==> src/hdl/fdss_pkg.sv <==
// ----------------------------------------------------------------------------
// fdss_pkg
// Shared types, constants and segment table for the four-digit scanner.
// ----------------------------------------------------------------------------
`default_nettype none

package fdss_pkg;

  // request kind carried on the input tuser bit
  typedef enum logic [0:0] {
    OP_TICK  = 1'b0,
    OP_WRITE = 1'b1
  } op_e;

  typedef struct packed {
    op_e         opcode;
    logic [15:0] new_value;
  } item_t;

  // four decimal digits, digit p in element p
  typedef logic [3:0][3:0] digits_t;

  localparam logic [13:0] MAX_SHOWN      = 14'd9999;
  localparam logic [3:0]  ALL_DIGITS_OFF = 4'hF;

  function automatic logic [7:0] seg_of(input logic [3:0] digit);
    logic [7:0] seg;
    case (digit)
      4'd0: seg = 8'h77;
      4'd1: seg = 8'h14;
      4'd2: seg = 8'h5b;
      4'd3: seg = 8'h5e;
      4'd4: seg = 8'h3c;
      4'd5: seg = 8'h6e;
      4'd6: seg = 8'h6f;
      4'd7: seg = 8'h74;
      4'd8: seg = 8'h7f;
      4'd9: seg = 8'h7e;
      default: seg = 8'h00;
    endcase
    return seg;
  endfunction

endpackage

`default_nettype wire

==> src/hdl/fdss_bcd.sv <==
// ----------------------------------------------------------------------------
// fdss_bcd
// Splits a value of at most 9999 into four decimal digits with three
// compare-and-subtract levels.
// ----------------------------------------------------------------------------
`default_nettype none

module fdss_bcd (
  input  wire logic [13:0]     value_i,
  output fdss_pkg::digits_t    digits_o
);

  logic [3:0] d3;
  logic [3:0] d2;
  logic [3:0] d1;
  logic [9:0] rem3;
  logic [6:0] rem2;
  logic [3:0] rem1;

  // thousands
  always_comb begin
    d3   = 4'd0;
    rem3 = value_i[9:0];
    for (int k = 1; k <= 9; k++) begin
      if (value_i >= 14'(k * 1000)) begin
        d3   = 4'(k);
        rem3 = 10'(value_i - 14'(k * 1000));
      end
    end
  end

  // hundreds
  always_comb begin
    d2   = 4'd0;
    rem2 = rem3[6:0];
    for (int k = 1; k <= 9; k++) begin
      if (rem3 >= 10'(k * 100)) begin
        d2   = 4'(k);
        rem2 = 7'(rem3 - 10'(k * 100));
      end
    end
  end

  // tens and units
  always_comb begin
    d1   = 4'd0;
    rem1 = rem2[3:0];
    for (int k = 1; k <= 9; k++) begin
      if (rem2 >= 7'(k * 10)) begin
        d1   = 4'(k);
        rem1 = 4'(rem2 - 7'(k * 10));
      end
    end
  end

  assign digits_o = {d3, d2, d1, rem1};

endmodule

`default_nettype wire

==> src/hdl/fdss_scan.sv <==
// ----------------------------------------------------------------------------
// fdss_scan
// Display state and result register: stores the value and its digits on a
// write, drives one digit per tick with leading-zero blanking.
// ----------------------------------------------------------------------------
`default_nettype none

module fdss_scan (
  input  wire logic            clk_i,
  input  wire logic            rst_ni,
  input  wire logic            advance_i,
  input  wire fdss_pkg::item_t item_i,
  output logic [7:0]           segment_lines_o,
  output logic [3:0]           digit_enables_n_o,
  output logic [13:0]          shown_value_o
);

  logic [13:0]       value_q,  value_d;
  fdss_pkg::digits_t digits_q, digits_d;
  logic [1:0]        pos_q,    pos_d;
  logic [7:0]        seg_q,    seg_d;
  logic [3:0]        en_q,     en_d;

  logic [13:0]       sat_value;
  fdss_pkg::digits_t wr_digits;
  logic              show;

  assign sat_value = (item_i.new_value > 16'(fdss_pkg::MAX_SHOWN)) ?
                     fdss_pkg::MAX_SHOWN : item_i.new_value[13:0];

  fdss_bcd u_bcd (
    .value_i  (sat_value),
    .digits_o (wr_digits)
  );

  // leading-zero blanking from the stored digits
  always_comb begin
    case (pos_q)
      2'd0:    show = 1'b1;
      2'd1:    show = |{digits_q[3], digits_q[2], digits_q[1]};
      2'd2:    show = |{digits_q[3], digits_q[2]};
      2'd3:    show = |digits_q[3];
      default: show = 1'b1;
    endcase
  end

  always_comb begin
    value_d  = value_q;
    digits_d = digits_q;
    pos_d    = pos_q;
    seg_d    = seg_q;
    en_d     = en_q;
    if (advance_i) begin
      if (item_i.opcode == fdss_pkg::OP_WRITE) begin
        value_d  = sat_value;
        digits_d = wr_digits;
      end else begin
        en_d = fdss_pkg::ALL_DIGITS_OFF;
        if (show) begin
          seg_d = fdss_pkg::seg_of(digits_q[pos_q]);
          en_d  = fdss_pkg::ALL_DIGITS_OFF & ~(4'b0001 << pos_q);
        end
        pos_d = pos_q + 2'd1;
      end
    end
  end

  always_ff @(posedge clk_i or negedge rst_ni) begin
    if (!rst_ni) begin
      value_q  <= '0;
      digits_q <= '0;
      pos_q    <= 2'd0;
      seg_q    <= 8'h00;
      en_q     <= fdss_pkg::ALL_DIGITS_OFF;
    end else begin
      value_q  <= value_d;
      digits_q <= digits_d;
      pos_q    <= pos_d;
      seg_q    <= seg_d;
      en_q     <= en_d;
    end
  end

  assign segment_lines_o   = seg_q;
  assign digit_enables_n_o = en_q;
  assign shown_value_o     = value_q;

`ifndef NO_ASSERTIONS
  a_one_digit_max: assert property (@(posedge clk_i) disable iff (!rst_ni)
    $onehot0(~en_q))
    else $error("more than one digit enabled");

  a_write_saturates: assert property (@(posedge clk_i) disable iff (!rst_ni)
    advance_i && item_i.opcode == fdss_pkg::OP_WRITE |=> value_q <= fdss_pkg::MAX_SHOWN)
    else $error("stored value above 9999");

  a_write_keeps_latches: assert property (@(posedge clk_i) disable iff (!rst_ni)
    advance_i && item_i.opcode == fdss_pkg::OP_WRITE |=>
      $stable(seg_q) && $stable(en_q) && $stable(pos_q))
    else $error("write disturbed the scan latches");

  a_tick_advances: assert property (@(posedge clk_i) disable iff (!rst_ni)
    advance_i && item_i.opcode == fdss_pkg::OP_TICK |=> pos_q == $past(pos_q) + 2'd1)
    else $error("scan position did not advance");

  a_pos0_shown: assert property (@(posedge clk_i) disable iff (!rst_ni)
    advance_i && item_i.opcode == fdss_pkg::OP_TICK && pos_q == 2'd0 |=>
      en_q == 4'b1110)
    else $error("position zero not enabled");
`endif

endmodule

`default_nettype wire

==> src/hdl/four_digit_seven_segment_scanner.sv <==
// ----------------------------------------------------------------------------
// four_digit_seven_segment_scanner
// Scans a four-digit multiplexed seven-segment display, one digit per tick.
// ----------------------------------------------------------------------------
// Usage:
//   Input stream: tuser[0] selects the request kind (0 = scan tick,
//   1 = write), tdata[15:0] carries the value for a write (saturates to 9999).
//   Output stream: one result per request with the segment latch, the
//   active-low digit enables and the stored value after that request.
//   A request accepted into the input register passes through the compute
//   stage into the display state register, whose outputs form its result.
//   Throughput: one request per cycle while the receiver takes results, set
//   by the single compute stage between the input register and the display state register.
//   When the receiver stalls, the result holds and the input register
//   still takes one more request; tready drops only when both are full.
//   Reset: value 0, scan position 0, segments 0, all digits off, no result
//   pending.
// ----------------------------------------------------------------------------
`default_nettype none

module four_digit_seven_segment_scanner (
  input  wire logic        clk_i,
  input  wire logic        rst_ni,
  input  wire logic        s_axis_tvalid,
  output logic             s_axis_tready,
  input  wire logic [15:0] s_axis_tdata,   // new_value[15:0]
  input  wire logic [0:0]  s_axis_tuser,   // opcode[0]
  output logic             m_axis_tvalid,
  input  wire logic        m_axis_tready,
  output logic [31:0]      m_axis_tdata    // segment_lines[7:0], digit_enables_n[11:8],
                                           // shown_value[25:12], zero[31:26]
);

  logic            in_valid_q,  in_valid_d;
  fdss_pkg::item_t in_item_q;
  logic            out_valid_q, out_valid_d;
  logic            advance;
  logic            s_accept;

  logic [7:0]      segment_lines;
  logic [3:0]      digit_enables_n;
  logic [13:0]     shown_value;

  assign advance       = in_valid_q && (!out_valid_q || m_axis_tready);
  assign s_axis_tready = !in_valid_q || advance;
  assign s_accept      = s_axis_tvalid && s_axis_tready;

  always_comb begin
    in_valid_d = in_valid_q;
    if (s_accept) begin
      in_valid_d = 1'b1;
    end else if (advance) begin
      in_valid_d = 1'b0;
    end
  end

  always_comb begin
    out_valid_d = out_valid_q;
    if (advance) begin
      out_valid_d = 1'b1;
    end else if (m_axis_tready) begin
      out_valid_d = 1'b0;
    end
  end

  always_ff @(posedge clk_i or negedge rst_ni) begin
    if (!rst_ni) begin
      in_valid_q  <= 1'b0;
      out_valid_q <= 1'b0;
    end else begin
      in_valid_q  <= in_valid_d;
      out_valid_q <= out_valid_d;
    end
  end

  // request payload, no reset needed
  always_ff @(posedge clk_i) begin
    if (s_accept) begin
      in_item_q.opcode    <= fdss_pkg::op_e'(s_axis_tuser[0]);
      in_item_q.new_value <= s_axis_tdata;
    end
  end

  fdss_scan u_scan (
    .clk_i             (clk_i),
    .rst_ni            (rst_ni),
    .advance_i         (advance),
    .item_i            (in_item_q),
    .segment_lines_o   (segment_lines),
    .digit_enables_n_o (digit_enables_n),
    .shown_value_o     (shown_value)
  );

  assign m_axis_tvalid = out_valid_q;
  assign m_axis_tdata  = {6'b000000, shown_value, digit_enables_n, segment_lines};

endmodule

`default_nettype wire

==> config.mk <==
export PLATFORM = sky130hd
export DESIGN_NAME = four_digit_seven_segment_scanner
export DESIGN_NICKNAME = d
export VERILOG_FILES = /design/src/hdl/fdss_pkg.sv /design/src/hdl/fdss_bcd.sv /design/src/hdl/fdss_scan.sv /design/src/hdl/four_digit_seven_segment_scanner.sv
export SDC_FILE = /design/constraint.sdc
export NUM_CORES = 1
export LEC_CHECK = 0
export BUFFER_PORTS_ARGS = -buffer_cell sky130_fd_sc_hd__buf_4
export CORE_MARGIN = 1
export CORE_UTILIZATION = 56
export DETAILED_ROUTE_END_ITERATION = 10
export PLACE_DENSITY = 0.79
export SYNTH_ARGS = -nofsm -noshare
export SYNTH_HDL_FRONTEND = slang
export SYNTH_SLANG_ARGS = --single-unit
==> constraint.sdc <==
create_clock -name clk_i -period 7.9 [get_ports clk_i]
set_input_delay 0 -clock clk_i [delete_from_list [all_inputs] [get_ports clk_i]]
set_output_delay 0 -clock clk_i [all_outputs]
set_load 0.005 [all_outputs]
==> metrics list <==
- The flow ran to the end, and the final reports show no timing, DRC or antenna violations.
- Final Hold Violating Endpoints: 0
* DRT Pass-1 Iters: 7
* Via count of the first global-routing pass: between 7,000 and 8,000
- For this configuration, the core starts out at a cell density of 57.4%.
- Sequential cells were found to cover 24.7% of the synthesized design area.
- End of the worst register-to-register path: u_scan.digits_q[2]
- Number of buffer cells added on primary ports: 47
* Post-Layout Cell Count: 1,055
* DP HPWL: 18,100 um
* Power share of the clock group: between 20 and 25%
- The H-tree was split into 3 levels.
* Post-CTS clock slew at the launch and capture registers of the worst setup and hold paths: 60 ps
* Detailed-route wire length: ~25,000 um
- Count of final setup violators: 0
- The floorplan step defined a die boundary enclosing 12,100 sq um.
* Non-Filler Cell Area, Final: 7930 sq um
* Delay-heaviest family, CP: compound AO/OA/AOI/OAI gates
- The library cell used most frequently in the layout, excluding fill and tap cells, is buf_4.
- In the synthesized netlist, the number of instances is about 810.
- At the worst endpoint, the required time is ~8000 ps.
- WP data arrival: 7800 ps
- In this run the tightest slew margin relative to its limit is 31.5%.
* Maximum number of pins on one net before global-route repair: 45
- Routability-driven placement finished with a final weighted congestion of 1.18.
- In this design, the stage delay of the slowest critical-path cell is between 400 and 500 ps.
- For flop-to-flop paths, the worst setup slack is 330 ps.
- Across all layers, the routed design uses 7,767 vias.
- Cell types occupying the most area after synthesis: dfrtp_1 (15%), ha_1 (8.4%), edfxtp_1 (7.8%), nand2_1 (4.9%), o21ai_0 (4.0%)
- Across all setup checks in the final design, the least slack found is 325 ps.
- First-pass GRT wire length: between 30,000 and 40,000 um
* Period minus WS final: 7570 ps
* Die W: 110 um
- Synthesis-stage register bit count: 61
- For this design the ratio of total power to cell area is 238 nW/um^2.
* Number of nets in the layout: just under 1,000
* Maximum count of clock buffers along a single path: 2
* Antenna viol nets, final: 0
* Post-layout utilization of the core: 69.5%
- Slowest-stage cell, CP: or2_2
- Critical path launch point type: register
- The first routing iteration left approximately 1,600 violations.
* Share of total power in sequential cells: 26.0%
* Power share of the combinational group: between 50% and 60%
- Row generation in the floorplan step produced 39 rows.
- Vias per Instance: 7.36
* Worst path depth: 30
* Main flop type after synthesis: dfrtp_1
- After detailed placement, the design holds a cell count of 1,015.
- CTS Buf Count: 9
- The number of antenna violations at the first check in global routing was 1.
* Final worst-path cycle share: 95.9%
* Achievable frequency: 132 MHz
* Proportion of layout cells with a drive suffix above 1: a little under a fifth
* Post-Synthesis Cell Area: around 6600 sq um
* Highest-count cells in the layout ignoring fill and taps: buf_4 (114), nand2_1 (86), nor2_1 (57), o21ai_0 (53), ha_1 (44)
* Clock tree from TritonCTS: built
- The internal portion of the total power is 1.07 mW.
* Average wire per standard cell: 24.2 um
- The repair_antennas step left the layout with diodes totalling 0.
* Area share of the leading cell type in the synthesized netlist: 15.3%
- Clock root buffer master: clkbuf_16
* Switch Pwr: approximately 800 uW
* Type of element capturing the critical path: register
* Fraction of power spent switching nets: 43.1%
- Die outline height: about 110 um
- The max-slew violation total from the final report is 0.
* Count of flip-flops with a built-in enable after synthesis: 17
- For this design the static power due to leakage is between 3 and 4 nW.
- Transition time at the pin with the least slew margin: 1020 ps
- The filler cells instantiated in the layout total 902.
* Crit Reg-Reg Startpoint: in_item_q[15]
* Maximum net fanout on the critical path: 13
- The clock reaches the later pin of the worst-skew pair after between 300 and 400 ps.
- FF-to-FF path depth: 30
- Critical path buffer and inverter count: 5
- CTS saw between 60 and 70 sinks.
- Post-synthesis average cell area: 8.10 sq um
- GR Util All Layers: 42.5%
- Number of max-capacitance violations reported: 0
- The core region is between 10,000 and 15,000 sq um.
* Cell taking the most area after synthesis: dfrtp_1
* Post-synthesis to final-layout area growth: 21.1%
* DRC violations left: 0
- Worst Hold Slack: 220 ps
- Before CTS, the worst setup slack after placement is about 66 ps.
* Boundary Pins: 55
- Distinct cells, synth: 93
- Tightest Hold Check Type: in -> async
* WS Path Type: reg -> reg
- Once placement finished, the instance area stood at about 7300 sq um.
- Number of synthesis warnings: 0
* Share of flip-flops with an asynchronous set or reset: 72.1%
* Sum of overflow across all layers after global routing: 0
* Setup clock skew after layout: 13.3 ps
- VDD IR-drop max: 0.000227 V
==> how the worst max path moves through the flow <==
stage / startpoint / end / slack (ps)
after floorplan: in_item_q[15] / u_scan.digits_q[2] / 7
after global placement: in_item_q[14] / u_scan.digits_q[2] / 130
after detailed placement: in_item_q[14] / u_scan.digits_q[2] / 70
after CTS: in_item_q[14] / u_scan.digits_q[2] / 30
after global routing: in_item_q[15] / u_scan.digits_q[2] / -30
final: in_item_q[15] / u_scan.digits_q[2] / 330
==> stage by stage <==
step / TNS (ps) / power [mW]
2_1_floorplan: 0 / 1.07
3_3_place_gp: 0 / 1.34
3_5_place_dp: 0 / 1.38
4_1_cts: 0 / 1.82
5_1_grt: -55.7 / 1.96
6_report: 0 / 1.88
==> registers in the layout, summed over array words and instances (netlist names) <==
signal and count:
in_item_q 17, u_scan.digits_q 16, u_scan.shown_value_o 13, u_scan.segment_lines_o 7
u_scan.digit_enables_n_o 4, u_scan.pos_q 2, in_valid_q 1, m_axis_tvalid 1
==> layer usage <==
layer,global-route usage (%),share of wire [%]
met1,54.0,38
met3,11.9,13
met2,66.2,44
met5,0,0.055
met4,21.0,5.3
==> final cells by class <==
type,instances,area (sq um),share of cell area [%]
Timing Repair Buffer,135,1070,13.4
Multi-Input combinational cell,667,4630,58.3
Clock inverter,6,66.3,0.836
Sequential cell,61,1620,20.4
Clock buffer,10,250,3.15
Inverter,33,126,1.59
Tap cell,143,179,2.26
==> Yosys cell counts, drive strengths merged, types with 17 or more instances <==
| cell | instances |
|---|---|
| ha | 44 |
| o211ai | 21 |
| edfxtp | 17 |
| nor3 | 23 |
| nor2 | 58 |
| buf | 21 |
| nand2 | 86 |
| nand3 | 35 |
| clkbuf | 33 |
| inv | 33 |
| dfrtp | 40 |
| o21ai | 59 |
| a21oi | 39 |
| a211oi | 17 |
| xnor2 | 18 |
==> timing repair <==
| item | in CTS | in global routing |
|---|---|---|
| hold buffers | 21 | 0 |
| hold endpoints to repair | 59 | 0 |
| setup endpoints to repair | 0 | 7 |
| resized for setup | 0 | 8 |
| setup buffers | 0 | 3 |
==> kinds of logic after synthesis <==
group	share of synthesized area [%]
buffers and inverters	5.83
muxes	3.17
AOI/OAI and AO/OA	31.9
xor gates and xnor gates	3.17
and+or+nand+nor	22.8
other	0.0573
adders and majority gates	8.40
DFF	24.7
==> power by group through the flow <==
stage | logic (mW) | clock network (mW) | registers (mW)
final | 0.973 | 0.422 | 0.490
after CTS | 0.926 | 0.415 | 0.479
after detailed placement | 0.894 | 0 | 0.484
after floorplan | 0.607 | 0 | 0.459
after global routing | 1.04 | 0.431 | 0.496
after global placement | 0.867 | 0 | 0.475
No activity file was read; power rests on OpenSTA's default activity.
